## config.mk

```make
export PLATFORM = sky130hd
export DESIGN_NAME = vrp_ctrl
export DESIGN_NICKNAME = d
export VERILOG_FILES = /design/src/sv/vrp_pkg.sv /design/src/sv/vrp_ctrl.sv
export SDC_FILE = /design/constraint.sdc
export NUM_CORES = 1
export LEC_CHECK = 0
export BUFFER_PORTS_ARGS = -buffer_cell sky130_fd_sc_hd__buf_2
export CAP_MARGIN = 15
export CORE_MARGIN = 2
export CORE_UTILIZATION = 39
export DETAILED_ROUTE_END_ITERATION = 7
export PLACE_DENSITY = 0.73
export SYNTH_ARGS = -nofsm -noshare
export SYNTH_HDL_FRONTEND = slang
export SYNTH_SLANG_ARGS = --single-unit
```

## constraint.sdc

```tcl
create_clock -name clk -period 1.5 [get_ports clk]
set_clock_uncertainty 0.15 [all_clocks]
set_input_delay 0.15 -clock clk [delete_from_list [all_inputs] [get_ports clk]]
set_output_delay 0.15 -clock clk [all_outputs]
set_load 0.02 [all_outputs]
```

## src/sv/vrp_pkg.sv

```systemverilog
// vrp_pkg: shared types, codes and constants of the voxel ray pick block
// no dependencies; imported by every module of the block
package vrp_pkg;

  // operation codes of an input beat
  typedef enum logic [1:0] {
    OP_SET   = 2'd0,
    OP_CLEAR = 2'd1,
    OP_PICK  = 2'd2,
    OP_NONE  = 2'd3
  } op_t;

  // face codes of a result beat
  typedef enum logic [2:0] {
    FACE_NONE  = 3'd0,
    FACE_NEG_X = 3'd1,
    FACE_POS_X = 3'd2,
    FACE_NEG_Y = 3'd3,
    FACE_POS_Y = 3'd4,
    FACE_NEG_Z = 3'd5,
    FACE_POS_Z = 3'd6
  } face_t;

  // configuration register indexes
  localparam logic [1:0] CFG_MAX_DIST   = 2'd0;
  localparam logic [1:0] CFG_MARCH_STEP = 2'd1;
  localparam logic [1:0] CFG_FACE_TOL   = 2'd2;

  // configuration reset values
  localparam logic [14:0] MAX_DIST_RST   = 15'd3840;
  localparam logic [11:0] MARCH_STEP_RST = 12'd26;
  localparam logic [7:0]  FACE_TOL_RST   = 8'd1;

  // slab time width and the open bound used for a zero direction component
  localparam int TW = 42;
  localparam logic signed [TW-1:0] T_UNB = 42'sh100_0000_0000;

  // width of a bound minus origin difference, and of the divider
  localparam int DIFF_W    = 18;
  localparam int DIVIDEND_W = 31;
  localparam int DIVISOR_W  = 16;
  localparam int DIV_CNT_W  = 5;

  // controller states
  typedef enum logic [3:0] {
    ST_CLEAR,
    ST_IDLE,
    ST_M_MUL,
    ST_M_RD,
    ST_M_CHK,
    ST_S_AXIS,
    ST_S_DLO,
    ST_S_DHI,
    ST_S_MERGE,
    ST_S_CHECK,
    ST_F_MUL,
    ST_F_CHK,
    ST_EMIT_HIT,
    ST_EMIT_MISS
  } state_t;

  // controller to datapath commands
  typedef struct packed {
    logic clr_step;
    logic wr_cell;
    logic load;
    logic mul_march;
    logic rd_march;
    logic adv_march;
    logic axis_clr;
    logic axis_inc;
    logic axis_zero;
    logic div_start;
    logic div_hi;
    logic take_lo;
    logic take_hi;
    logic merge;
    logic face_mul;
    logic set_face;
    logic emit;
    logic emit_hit;
  } cmd_t;

  // datapath to controller status
  typedef struct packed {
    logic clr_done;
    logic march_end;
    logic sample_hit;
    logic axis_last;
    logic dir_zero;
    logic div_done;
    logic slab_fail;
    logic face_hit;
  } stat_t;

  // face code of an axis and side
  function automatic face_t face_code(input logic [1:0] axis, input logic pos);
    face_t f;
    case (axis)
      2'd0:    f = pos ? FACE_POS_X : FACE_NEG_X;
      2'd1:    f = pos ? FACE_POS_Y : FACE_NEG_Y;
      2'd2:    f = pos ? FACE_POS_Z : FACE_NEG_Z;
      default: f = FACE_NONE;
    endcase
    return f;
  endfunction

endpackage

```

## src/sv/vrp_ctrl.sv

```systemverilog
// vrp_ctrl: sequencer for set, clear and pick beats
// depends on vrp_pkg
module vrp_ctrl import vrp_pkg::*; (
  input  logic       clk,
  input  logic       rst_n,
  input  logic       start,
  input  logic [1:0] in_operation,
  input  stat_t      stat,
  output cmd_t       cmd,
  output logic       busy
);

  state_t state_r, state_nxt;

  // state register
  always_ff @(posedge clk) begin
    if (!rst_n) state_r <= ST_CLEAR;
    else state_r <= state_nxt;
  end

  // next state and commands
  always_comb begin
    state_nxt = state_r;
    cmd       = '0;
    case (state_r)
      ST_CLEAR: begin
        cmd.clr_step = 1'b1;
        if (stat.clr_done) state_nxt = ST_IDLE;
      end
      ST_IDLE: begin
        if (start) begin
          case (in_operation)
            OP_SET, OP_CLEAR: cmd.wr_cell = 1'b1;
            OP_PICK: begin
              cmd.load  = 1'b1;
              state_nxt = ST_M_MUL;
            end
            default: ;
          endcase
        end
      end
      ST_M_MUL: begin
        if (stat.march_end) begin
          state_nxt = ST_EMIT_MISS;
        end else begin
          cmd.mul_march = 1'b1;
          state_nxt     = ST_M_RD;
        end
      end
      ST_M_RD: begin
        cmd.rd_march = 1'b1;
        state_nxt    = ST_M_CHK;
      end
      ST_M_CHK: begin
        if (stat.sample_hit) begin
          cmd.axis_clr = 1'b1;
          state_nxt    = ST_S_AXIS;
        end else begin
          cmd.adv_march = 1'b1;
          state_nxt     = ST_M_MUL;
        end
      end
      ST_S_AXIS: begin
        if (stat.dir_zero) begin
          cmd.axis_zero = 1'b1;
          state_nxt     = ST_S_MERGE;
        end else begin
          cmd.div_start = 1'b1;
          state_nxt     = ST_S_DLO;
        end
      end
      ST_S_DLO: begin
        if (stat.div_done) begin
          cmd.take_lo   = 1'b1;
          cmd.div_start = 1'b1;
          cmd.div_hi    = 1'b1;
          state_nxt     = ST_S_DHI;
        end
      end
      ST_S_DHI: begin
        if (stat.div_done) begin
          cmd.take_hi = 1'b1;
          state_nxt   = ST_S_MERGE;
        end
      end
      ST_S_MERGE: begin
        cmd.merge = 1'b1;
        if (stat.axis_last) begin
          cmd.axis_clr = 1'b1;
          state_nxt    = ST_S_CHECK;
        end else begin
          cmd.axis_inc = 1'b1;
          state_nxt    = ST_S_AXIS;
        end
      end
      ST_S_CHECK: begin
        state_nxt = stat.slab_fail ? ST_EMIT_HIT : ST_F_MUL;
      end
      ST_F_MUL: begin
        cmd.face_mul = 1'b1;
        state_nxt    = ST_F_CHK;
      end
      ST_F_CHK: begin
        if (stat.face_hit) begin
          cmd.set_face = 1'b1;
          state_nxt    = ST_EMIT_HIT;
        end else if (stat.axis_last) begin
          state_nxt = ST_EMIT_HIT;
        end else begin
          cmd.axis_inc = 1'b1;
          state_nxt    = ST_F_MUL;
        end
      end
      ST_EMIT_HIT: begin
        cmd.emit     = 1'b1;
        cmd.emit_hit = 1'b1;
        state_nxt    = ST_IDLE;
      end
      ST_EMIT_MISS: begin
        cmd.emit  = 1'b1;
        state_nxt = ST_IDLE;
      end
      default: state_nxt = ST_IDLE;
    endcase
  end

  assign busy = (state_r != ST_IDLE);

endmodule

```

# Yosys cells after proc, flatten, opt, wreduce, memory -nomap -nowiden
# Index checks and enable logic that the tools add are counted.
dict set report op_classes {
  muxes 43
  eq_ne 21
  reduce_logical 5
}
# cell count
set ops {}
lappend ops {{$pmux 4 s12} 1}
lappend ops {{$mux 4} 9}
lappend ops {{$eq 4x4->1 const B} 6}
lappend ops {{$mux 1} 23}
lappend ops {{$eq 4x3->1 const B} 4}
lappend ops {{$mux 3} 4}
lappend ops {{$eq 4x2->1 const B} 2}
lappend ops {{$ne 2x2->1 const B} 4}
lappend ops {{$mux 2} 3}
lappend ops {{$pmux 1 s2} 3}
lappend ops {{$reduce_and 5->1} 1}
lappend ops {{$eq 4x1->1 const B} 1}
lappend ops {{$logic_not 4->1} 1}
lappend ops {{$ne 4x1->1 const B} 1}
lappend ops {{$reduce_or 2->1} 2}
lappend ops {{$eq 2x1->1 const B} 1}
lappend ops {{$eq 2x2->1 const B} 1}
lappend ops {{$logic_not 2->1} 1}
lappend ops {{$ne 2x1->1 const B} 1}
dict set report word_totals {
  out_inout_bits 19
  inputBits 13
  wordCells 70
  register_bits 4
}

# Depth between registers and ports, before layout
dict set report depth {
  depth_word 5
  depth_mapped 6
  mapped_depth_nobuf 4
}

# Worst setup path before layout
# OpenSTA, ideal clock, no wires.
dict set report synth_path {
  path_kind {reg2out}
  startpoint {register state_r[2]}
  endpoint {output port cmd[16] (netlist bit)}
  setup_slack_ns -0.284
  n_path_buf 0
  arrival_ns 1.484
  path_stages_with_launch 3
  cell_sequence {dfxtp_1 or4b_4 nor3b_1}
}
# element line
set synth_rtl {}
lappend synth_rtl {{start: declaration} vrp_ctrl.sv:13} ;# state_t state_r, state_nxt;
lappend synth_rtl {{start signal: assignment} vrp_ctrl.sv:18} ;# else state_r <= state_nxt;
lappend synth_rtl {{end: declaration} vrp_ctrl.sv:9} ;# output cmd_t cmd,

==> metrics.md <==
| Metric | Value |
|---|---|
| Core ar. | `1470 um^2` |
| Share of layout cells above drive strength 1 | `65.2%` |
| Die H | `roughly 43 um` |
| Slew HR | `70.4%` |
| Hold depth | `3` |
| Design area | `1310 um^2` |
| CTS tree | `yes` |
| DP Worst Slack | `-0.222 ns` |
| Fillers | `64` |
| Placed wire-length estimate | `1.69 mm` |
| Number of global-route vias before repair | `900` |
| Most common cell after layout, fill and taps aside | `buf_4` |
| Async SR Flop Fraction | `0%` |
| Worst EP arrival | `roughly 1.5 ns` |
| Mapped Area | `598 um^2` |
| Syn Area/Cell | `between 6 and 7 um^2` |
| RSZ-0062 raised after global routing | `yes` |
| Iter 0 DRT Violations | `76` |
| Commonest cells after routing, fill and taps aside | `33 x buf_4, 17 x buf_2, 15 x buf_6` |
| CTS H-tree depth | `1` |
| Critical-path maximum fanout | `12` |
| WL/cell | `21.0 um` |
| Register bank with the most flops | `state_r` |
| DRC viols | `0` |
| Placed instance area | `981 um^2` |
| Synth area leaders | `dfxtp_1 13%, nor2_1 6.9%, nor2b_1 6.3%` |
| Global Route met2 Usage | `around half` |
| Met3 Track Usage GR | `around 2.1%` |
| Clock Latency Late Sink | `0.24 ns` |
| Via count | `1,098` |
| Final wirelength | `about 3.6 mm` |
| MaxCap Viol Count | `0` |
| Max Freq | `0.549 GHz` |
| CP Class | `register to primary output` |
| R2r endpoint | `state_r[2]$_SDFFE_PN0P_` |
| R2r setup slk | `-0.23 ns` |
| Synth Instances | `92` |
| Max reg flops | `4` |
| Initial core utilization | `40.6%` |
| ANT nets after route | `0` |
| Final net count | `170` |
| Row count | `14` |
| Area Growth Syn to Fin | `119%` |
| Die Footprint | `1860 um^2` |
| Antenna violations before repair | `0` |
| Outcome | `finished with violations` |
| Peak supply drop | `a little over 400 uV` |
| Root buf cell | `clkbuf_4` |
| Clock Sinks | `4` |
| Flops & latches, synth | `4` |
| Leak Pwr | `between 0.0005 and 0.0006 uW` |
| Fin util | `89.2%` |
| Worst hold path startpoint | `rst_n` |
| Hold Fails Final Rpt | `0` |
| Die X-Extent | `43.2 um` |
| Worst hold slack | `0.0193 ns` |
| Cell taking the most area after synthesis | `dfxtp_1` |
| Failing checks | `negative setup slack` |
| Worst r2r src | `state_r[3]$_SDFFE_PN0P_` |
| Setup TNS Final | `-4.58 ns` |
| Min cycle time layout | `roughly 1.8 ns` |
| PwrDens | `423 nW/um^2` |
| Final Cycle Share | `121%` |
| Reg2Reg Depth | `6` |
| Slew Viols, Final | `0` |
| EDFF count, synth | `0` |
| Largest net degree at the start of global routing | `13` |
| Port bufs | `31` |
| GRT Total Usage | `just under 30%` |
| Cts hold-fix bufs | `0` |
| Global-route track usage on met1 | `32.5%` |
| Worst slew pin tran | `0.442 ns` |
| Biggest regs | `state_r x4` |
| Register area | `90.1 um^2` |
| Critical Path Sink Type | `primary output` |
| DR pass1 iterations | `5` |
| Vias per Instance | `6.42` |
| HP Class | `input port to register` |
| First-pass GRT wire length | `approximately 4 mm` |
| GPL Wtd Cong | `0.811` |
| Most crowded layer after global routing | `met2` |
| Setup violations, final | `22` |
| Library cells used by synthesis | `34` |
| Multi-input logic area | `619 um^2` |
| Hold EP | `state_r[2]$_SDFFE_PN0P_` |
| N_diodes | `0` |
| Inserted Clock Buffers | `3` |
| # IOs | `32` |
| Total gr overflow | `0` |
| Synth warn | `0` |
| Register area share after synthesis | `13.4%` |
| Reg clk slew, reported paths | `~0.040 ns` |
| Worst EP required | `1.20 ns` |
| Commonest register cell after synthesis | `dfxtp_1` |
| Yosys top cell area share | `13.4%` |
| Clock buffer depth | `2` |
| Final worst slack | `-0.321 ns` |
| Syn nets | `105` |
| Crit start category | `register` |
-- worst max-delay path, cell delays in order, from the launching register on --
cell	delay (ns)
dfxtp_2	0.39
buf_12	0.14
buf_4	0.14
nand2b_4	0.07
buf_4	0.14
nor3_1	0.18
buf_2	0.21
-- per-layer routing --
layer | vias up | wire (um)
met2 | 96 | 1750
li1 | 468 | -
met3 | 32 | 289
met5 | - | 0
met4 | 0 | 216
met1 | 502 | 1330
-- area by class of cell --
class	count	share of cell area [%]
Sequential cell	4	6.86
Timing Repair Buffer	68	41.2
Multi-Input combinational cell	76	47.2
Clock buffer	3	1.72
Tap cell	16	1.53
Inverter	4	1.53
-- logic make-up (layout without fill, tap and decap cells) --
kind of cell	count (synthesis)	after routing	synth area share [%]
buf+inv	12	75	9.62
flops	4	4	13.4
simple gates	53	53	50.4
compound gates	23	23	26.6
-- per-stage QoR --
stage          power, uW  std cells
5_1_grt              572        171
4_1_cts              491        166
3_3_place_gp         314        157
6_report             556        171
3_5_place_dp         317        157
2_1_floorplan        228         92
-- synthesized netlist by cell type (3+ instances only) --
cell type / number
nand3_1: 4
a21oi_1: 6
buf_2: 7
a21o_1: 3
dfxtp_1: 4
nor2b_1: 6
nor3_1: 4
nand2_1: 9
nand2b_1: 3
o21ai_1: 3
inv_1: 3
nor2_1: 11
-- repair_timing --
| action | CTS | global route |
|---|---|---|
| endpoints found under the setup margin | 23 | 23 |
| resized for setup | 45 | 21 |
| pin swaps | 13 | 9 |
| setup buffers | 6 | 5 |
-- how the worst max path moves through the flow --
| stage | from | to |
|---|---|---|
| after floorplan | state_r[1]$_SDFFE_PN0P_ | cmd[16] |
| after global placement | state_r[3]$_SDFFE_PN0P_ | state_r[2]$_SDFFE_PN0P_ |
| after detailed placement | state_r[3]$_SDFFE_PN0P_ | state_r[2]$_SDFFE_PN0P_ |
| after CTS | state_r[1]$_SDFFE_PN0P_ | cmd[16] |
| after global routing | state_r[1]$_SDFFE_PN0P_ | cmd[13] |
| final | state_r[1]$_SDFFE_PN0P_ | cmd[13] |
-- where the power goes --
group	switching (uW)	internal [uW]	total, uW
Combinational	151	144	295
Sequential	8.59	109	118
Clock	52.5	90.1	143
No activity file was read; power rests on OpenSTA's default activity.
